## src/rtl/ffca_table_mem.sv

```systemverilog
`timescale 1ns / 1ps
// ----------------------------------------------------------------------------
// ffca_table_mem
// Free table memory: block start and size per entry, one write and one
// registered read per cycle.
// ----------------------------------------------------------------------------
module ffca_table_mem #(
  parameter int DEPTH = 32,
  parameter int AW    = 5,
  parameter int DW    = 17
) (
  input  logic          clk,
  input  logic          we,
  input  logic [AW-1:0] waddr,
  input  logic [DW-1:0] wstart,
  input  logic [DW-1:0] wsize,
  input  logic [AW-1:0] raddr,
  output logic [DW-1:0] rstart,
  output logic [DW-1:0] rsize
);

  logic [2*DW-1:0] mem [DEPTH];

  always_ff @(posedge clk) begin
    if (we) begin
      mem[waddr] <= {wstart, wsize};
    end
    {rstart, rsize} <= mem[raddr];
  end

endmodule

```

## config.mk

```make
export PLATFORM = sky130hd
export DESIGN_NAME = ffca_table_mem
export DESIGN_NICKNAME = d
export VERILOG_FILES = /design/src/rtl/ffca_table_mem.sv
export SDC_FILE = /design/constraint.sdc
export NUM_CORES = 1
export LEC_CHECK = 0
export BUFFER_PORTS_ARGS = -buffer_cell sky130_fd_sc_hd__buf_2
export CORE_MARGIN = 4
export CORE_UTILIZATION = 59
export CTS_BUF_LIST = sky130_fd_sc_hd__clkbuf_4 sky130_fd_sc_hd__clkbuf_8
export CTS_CLUSTER_SIZE = 16
export DETAILED_ROUTE_END_ITERATION = 12
export PLACE_DENSITY_LB_ADDON = 0.25
export SYNTH_ARGS = -nofsm -noshare
export SYNTH_HDL_FRONTEND = slang
export SYNTH_SLANG_ARGS = --single-unit
```

## constraint.sdc

```tcl
create_clock -name clk -period 2.9 [get_ports clk]
set_input_delay 0.435 -clock clk [delete_from_list [all_inputs] [get_ports clk]]
set_output_delay 0.435 -clock clk [all_outputs]
set_load 0.03 [all_outputs]
```

# [After elaboration in Yosys (flattened, before gate mapping)]
# Memories as Yosys holds them, arrays and structs flattened. A register that Yosys moved wholly into a read port is not among the register bits.
# Index checks and enable logic that the tools add are counted.
[op_classes] n_bitwise=0 addsub=0 n_lt_le_gt_ge=0 eq_ne=0 multipliers=0 n_reduce_logical=0 mux=2 n_div=0 n_shift=0
[op_table] cell="two-way mux 1 bit" n=2
[totals] memories=1 ram_bits=1088 regBits=0 inputBits=46 wordCells=3 rom_bits=0 out_inout_bits=34 latch_bits=0
[memory_table] name="mem" words=32 word_bits=34 read_ports=1 rd_clocked_by_memory_dff=1 write_ports=1 line="22" rtl="logic [2*DW-1:0] mem [DEPTH];"

# [Logic depth before layout (Yosys ltp)]
# Gate-level depths: netlist of run 1.
[logic_depth] ltp_word=2 mapped_depth=8 ltp_nobuf=5

# [Worst setup path before layout of run 1]
# Ideal clock, no wire load.
[synth_timing] path_kind="in2reg" from="in waddr[1]" to="mem mem[12][0] (netlist name), enable pin" arrival_time_ns=2.531 path_stages=3 slack_ns=-0.056 required_time_ns=2.475 n_path_buf=1 setup_ns=0.425 path_cell_list="or3b_2 clkbuf_1 nor2_1"
[synth_lines] item="start, declared" line="14" rtl="input logic [AW-1:0] waddr,"
[synth_lines] item="end, declared" line="22"
# Straight into the memory's write port.

# [Worst setup path after layout of run 1]
[layout_timing] from="reg rsize[8], read port of mem" to="out rsize[8]"
[layout_lines] item="start, declared" line="19" rtl="output logic [DW-1:0] rsize"
# No word-level cell between the ends.

==> results of run 1 <==
-- registers in the layout, indices dropped and copies added (netlist names) --
name / flops
rstart: 17
mem: 1088
rsize: 17
-- metrics by stage --
step	utilization (%)	cell area [um2]	worst slack [ps]	cells	hold slack (ps)
2_1_floorplan	-	43100	-55.8	2399	534
3_3_place_gp	63.0	45400	558	3411	580
3_5_place_dp	63.0	45400	523	3411	582
4_1_cts	67.7	48700	885	3725	59.6
5_1_grt	67.7	48700	888	3728	122
6_report	67.7	48700	939	3729	125
-- cell usage in the layout, fill, tap and decap left out, drive strengths merged, types with 4 or more instances in the layout --
cell	instances
clkbuf	256
clkinv	49
nand3b	5
nor2	34
dfxtp	34
buf	198
nand2	104
a22o	68
nor3	34
nand3	104
edfxtp	1088
a22oi	102
a21oi	102
mux2i	544
clkinvlp	5
diode	4
a31oi	34
-- worst paths after layout --
kind / from / to / slack, ps / depth (start not counted)
setup / recovery: rsize[8] / rsize[8] / 940 / 1
hold / removal: wsize[12] / mem[6][12] / 120 / 1
setup reg to reg: mem[7][11] / rsize[11] / 1240 / 5
hold reg to reg: mem[26][7] / rsize[7] / 590 / 4
-- cells by family after synthesis --
| group | share of synthesized area (%) |
|---|---|
| compound gates | 4.84 |
| buf+inv | 2.09 |
| flops | 77.4 |
| mux | 12.6 |
| simple gates | 3.07 |
-- report_power, final --
group          switching [mW]  internal [mW]  leakage (nW)  total (mW)
combinational            1.23          0.592          5.40        1.82
sequential             0.0952           18.0          10.1        18.1
clock                    5.74           6.84          1.79        12.6
-- layout make-up --
class                      instances  area, um2  area share [%]
timing repair buffer             198       1710            3.51
antenna                            4       10.0          0.0205
tap                              950       1190            2.44
multi-input combinational       1141       9120            18.7
clock buffer                     256       3070            6.29
clock inverter                    58        295           0.606
sequential                      1122      33400            68.4
-- layer usage --
metal  GRT usage (%)  vias to the layer above  wire length, um
met1            36.2                    11700            40500
met4            9.42                        8             3070
met2            40.8                     1159            47700
met3            6.22                      208             9890
li1                -                    10000                -
met5            1.10                        -               47
==> out/qor_table.md, run 1 <==
| Parameter | Value | Unit |
|---|---|---|
| Max Slew Vio Count | 0 | - |
| Per-cell routed wire length | 27.1 | um |
| Sum of overflow across all layers after global routing | 0 | - |
| Total Power Consumption | 32.5 | mW |
| Power per Cell Area | 667 | nW/um2 |
| Number of global-route vias before repair | 23.4k | - |
| Number of buffers inserted by hold repair at cts | 0 | - |
| Category of cells accounting for the largest share of critical-path delay | flip-flops | - |
| Number of storage elements in the synthesis netlist | 1122 | - |
| F_max | 0.510 | GHz |
| Post-synthesis to final-layout area growth | 13.1 | % |
| Initial core utilization | 59.9 | % |
| Async SR Flop Fraction | 0 | % |
| Element type at the critical path end | output port | - |
| Skew final | 33.2 | ps |
| First-pass GRT wire length | 149000 | um |
| Post-CTS Resized | 0 | - |
| Critical-path maximum fanout | 1 | - |
| Critical Path Start Type | flop | - |
| Outcome | finished clean | - |
| Post-Synthesis Mean Instance Area | 18.0 | um2 |
| Dominant cells by area after synthesis | edfxtp_1 76%, mux2i_1 13%, a22oi_1 1.8%, dfxtp_1 1.6%, a22o_1 1.4% | - |
| Final routed wirelength across all metal layers | 101000 | um |
| Buffers inserted during post-CTS setup optimization | 0 | - |
| Leakage power of the design | 17.3 | nW |
| Critical Path RT | 2470 | ps |
| Signal arrival time at the worst endpoint | 1530 | ps |
| Port Buffers | 79 | - |
| Maximum resistive drop on vdd | 0.384 | mV |
| Remaining antenna violation count after routing | 0 | - |
| Setup repair after global routing missed its margin | false | - |
| Synth top cells by count | 1088 x edfxtp_1, 544 x mux2i_1, 104 x nand2_1, 104 x nand3_1 | - |
| Dominant cell by count in the synthesized netlist | edfxtp_1 | - |
| Root Buffer | clkbuf_8 | - |
| Number of synthesis warnings | 0 | - |
| Detailed-route vias per instance | 6.20 | - |
| Global-route usage over all layers | 26.0 | % |
| Chip Height | 278 | um |
| Ratio of final minimum period to clock period | 67.6 | % |
| Die Outline Area | 77500 | um2 |
| Number of filler cells placed in the layout | 4571 | - |
| Vias after detailed routing | 23.1k | - |
| Worst hold path class | in -> reg | - |
| H-tree level count | 4 | - |
| Gate count of the mapped netlist | 2399 | - |
| Syn Nets | 2445 | - |
| Slew at the pin with the worst max-slew slack | 703 | ps |
| RePlAce Congestion | 0.798 | - |
| Number of maximum-capacitance violations | 0 | - |
| Setup Crit Path Kind | reg -> out | - |
| Post-synthesis sequential area ratio | 77.4 | % |
| Number of buffer and inverter instances along the worst setup path | 1 | - |
| Pin count of the biggest net entering global routing | 63 | - |
| TritonCTS clock tree | done | - |
| Post-synth top area share | 75.8 | % |
| Drt drc | 0 | - |
| Number of different library cells in the post-synthesis netlist | 25 | - |
| Ratio of cells with drive above 1 in the final layout | 18.7 | % |
| Top-level I/O count | 80 | - |
| Worst-Skew Late Latency | 800 | ps |
| Width of the chip | 278 | um |
| Worst slew margin relative to its limit | 52.9 | % |
| Largest stage delay, worst path | 470 | ps |
| Buffer depth of the longest clock path | 3 | - |
| Total core area | 72000 | um2 |
| Total clock sinks | 1122 | - |
| Slowest stage cell, crit path | dfxtp_1 | - |
| Post-synthesis cell type with the largest combined area | edfxtp_1 | - |
| Iter 0 DRT Violations | 2585 | - |
| Clock transition at the registers of the reported paths | 60 | ps |
| Nets@finish | 2677 | - |
| Row Count | 98 | - |
| Final hold vios | 0 | - |
| Setup-violating endpoint count in the final report | 0 | - |
| Mapped Area | 43100 | um2 |
| Critical path cell sequence | buf_2 | - |
| Final Critical Period | 1960 | ps |
| HPWL after DPL | 56900 | um |
| Final total negative setup slack | 0 | ps |
| Antenna violations before repair | 10 | - |
| Number of enable-type register cells in the synthesized netlist | 1088 | - |
| Detailed-routing iteration count for the pre-antenna-repair pass | 5 | - |
| Num CTS Buffers | 168 | - |
| Most used DFF post-synth | edfxtp_1 | - |
Power figures use the tool's default switching activity.
==> run 2, diff against run 1 <==
Settings changed: CORE_UTILIZATION 59 to 60.
Clock period 2.9 ns to 1.88 ns, I/O delays scaled along.
==> out/qor_table.md, run 2 (synthesized netlist as in run 1, its figures left out) <==
| Parameter | Value | Unit | Delta |
|---|---|---|---|
| Setup-violating endpoint count in the final report | 0 | - | unchanged |
| Post-synthesis to final-layout area growth | 16.7 | % | was 13.1% |
| Clock transition at the registers of the reported paths | 70 | ps | was 60 ps |
| Category of cells accounting for the largest share of critical-path delay | flip-flops | - | unchanged |
| Most frequent standard cell in the layout excluding fill and tap cells | edfxtp_1 | - | unchanged |
| Max Slew Vio Count | 0 | - | unchanged |
| Chip Height | 276 | um | was 278 um |
| Standard cell area after detailed placement | 46700 | um2 | was 45400 um2 |
| Vias after detailed routing | 23.8k | - | was 23.1k |
| Number of maximum-capacitance violations | 0 | - | unchanged |
| Iter 0 DRT Violations | 2837 | - | was 2585 |
| Power per Cell Area | 999 | nW/um2 | was 667 nW/um2 |
| Outcome | finished clean | - | unchanged |
| F_max | 0.576 | GHz |  |
| Top-level I/O count | 80 | - | unchanged |
| Nets@finish | 2781 | - | was 2677 |
| Setup repair after global routing missed its margin | false | - | unchanged |
| Critical path cell sequence | buf_2 | - | unchanged |
| Initial core utilization | 60.4 | % | was 59.9% |
| Critical Path Start Type | flop | - | unchanged |
| Port Buffers | 79 | - | unchanged |
| Total clock sinks | 1122 | - | unchanged |
| Register share of total power | 55.6 | % | was 55.7% |
| Final hold vios | 0 | - | unchanged |
| Number of filler cells placed in the layout | 4402 | - | was 4571 |
| Slowest stage cell, crit path | dfxtp_1 | - | unchanged |
| Post-route design area | 50300 | um2 | was 48700 um2 |
| Number of global-route vias before repair | 23.8k | - | was 23.4k |
| Drt drc | 0 | - | unchanged |
| TritonCTS clock tree | done | - | unchanged |
| Row Count | 98 | - | unchanged |
| Total core area | 71400 | um2 | was 72000 um2 |
| Critical-path maximum fanout | 1 | - | unchanged |
| Detailed-routing iteration count for the pre-antenna-repair pass | 5 | - | unchanged |
| Slew at the pin with the worst max-slew slack | 612 | ps | was 703 ps |
| Setup Crit Path Kind | reg -> out | - | unchanged |
| Worst-Skew Late Latency | 820 | ps | was 800 ps |
| Total net switching power | 11.0 | mW | was 7.06 mW |
| Comb pwr share | 6.2 | % | was 5.6% |
| Slack of the critical path | 143 | ps | was 939 ps |
| Register name with the most flops | mem | - | unchanged |
| RePlAce Congestion | 0.827 | - | was 0.798 |
| Internal | 39.3 | mW | was 25.5 mW |
| Buffers inserted during post-CTS setup optimization | 0 | - | unchanged |
| Ratio of cells with drive above 1 in the final layout | 20.3 | % | was 18.7% |
| Skew final | 23.8 | ps | was 33.2 ps |
| Final routed wirelength across all metal layers | 106000 | um | was 101000 um |
| Detailed-route vias per instance | 6.24 | - | was 6.20 |
| Share of power burned in the clock network | 38.2 | % | was 38.7% |
| Antenna violations before repair | 3 | - | was 10 |
| Worst hold path class | in -> reg | - | unchanged |
| Remaining antenna violation count after routing | 0 | - | unchanged |
| Number of flip-flops in the largest register | 1088 | - | unchanged |
| Die Outline Area | 76200 | um2 | was 77500 um2 |
| Worst slack, placed | -61.9 | ps | was 523 ps |
| Worst slew margin relative to its limit | 59.2 | % | was 52.9% |
| Buffer depth of the longest clock path | 3 | - | unchanged |
| Maximum resistive drop on vdd | 0.628 | mV | was 0.384 mV |
| H-tree level count | 4 | - | unchanged |
| Worst hold slack | 165 | ps | was 125 ps |
| Width of the chip | 276 | um | was 278 um |
| Root Buffer | clkbuf_8 | - | unchanged |
| Sum of overflow across all layers after global routing | 0 | - | unchanged |
| HPWL after DPL | 61100 | um | was 56900 um |
| Leakage power of the design | 17.9 | nW | was 17.3 nW |
| Num CTS Buffers | 167 | - | was 168 |
| Global-route usage over all layers | 27.5 | % | was 26.0% |
| Ratio of final minimum period to clock period | 92.4 | % |  |
| Post-CTS Resized | 0 | - | unchanged |
| First-pass GRT wire length | 155000 | um | was 149000 um |
| Switching Share | 21.8 | % | was 21.7% |
| Element type at the critical path end | output port | - | unchanged |
| Most used cells in the layout excluding fill and tap cells | 1088 x edfxtp_1, 544 x mux2i_1, 185 x clkbuf_8 | - | was 1088 x edfxtp_1, 544 x mux2i_1, 183 x clkbuf_8 |
| Number of buffer and inverter instances along the worst setup path | 1 | - | unchanged |
| Pin count of the biggest net entering global routing | 36 | - | was 63 |
| Signal arrival time at the worst endpoint | 1450 | ps | was 1530 ps |
| Total Power Consumption | 50.2 | mW | was 32.5 mW |
| Final Critical Period | 1740 | ps |  |
| Critical Path RT | 1600 | ps | was 2470 ps |
| Largest stage delay, worst path | 410 | ps | was 470 ps |
| Per-cell routed wire length | 27.7 | um | was 27.1 um |
## run 2: repair_timing
action,CTS,global route
hold buffers,34,0
endpoints found under the hold margin,1063,0
setup endpoints to repair,0,0
## run 2: worst paths after layout
kind	start	to	slack [ps]	cells after the start
worst max-delay path	rsize[4]	rsize[4]	140	1
worst min register to register	mem[10][23]	rstart[6]	590	4
worst max register to register	mem[4][3]	rsize[3]	300	5
worst min-delay path	raddr[2]	rsize[11]	160	6
## run 2: cell type report
cell class,instances,area [um2],area share (%)
Clock inverter,44,214,0.425
Timing Repair Buffer,303,3360,6.68
Sequential cell,1122,33400,66.3
Multi-Input combinational cell,1141,9120,18.1
Antenna cell,3,7.51,0.0149
Clock buffer,254,3060,6.09
Tap cell,950,1190,2.36
## run 2: power by group through the flow
stage	Clock [mW]	Sequential [mW]	Combinational, mW
after floorplan	0	28.6	1.48
after global placement	0	28.5	2.96
after detailed placement	0	28.5	3.03
after CTS	19.4	28.0	3.10
after global routing	20.7	28.0	3.29
final	19.2	28.0	3.11
## run 2: stage by stage
| step | utilization [%] | cells | setup TNS, ps |
|---|---|---|---|
| global route | 70.5 | 3814 | 0 |
| floorplan | - | 2399 | -156150 |
| detailed placement | 65.4 | 3482 | -91.0 |
| global placement | 65.4 | 3482 | -15.5 |
| finish | 70.5 | 3817 | 0 |
| CTS | 70.5 | 3814 | 0 |
## run 2: routing by layer
layer | vias up | GRT usage [%] | part of all wire [%]
li1 | 10300 | - | -
met1 | 12100 | 39.1 | 40
met2 | 1220 | 43.3 | 48
met3 | 202 | 5.86 | 9.6
met4 | 0 | 9.06 | 2.6
met5 | - | 0 | 0
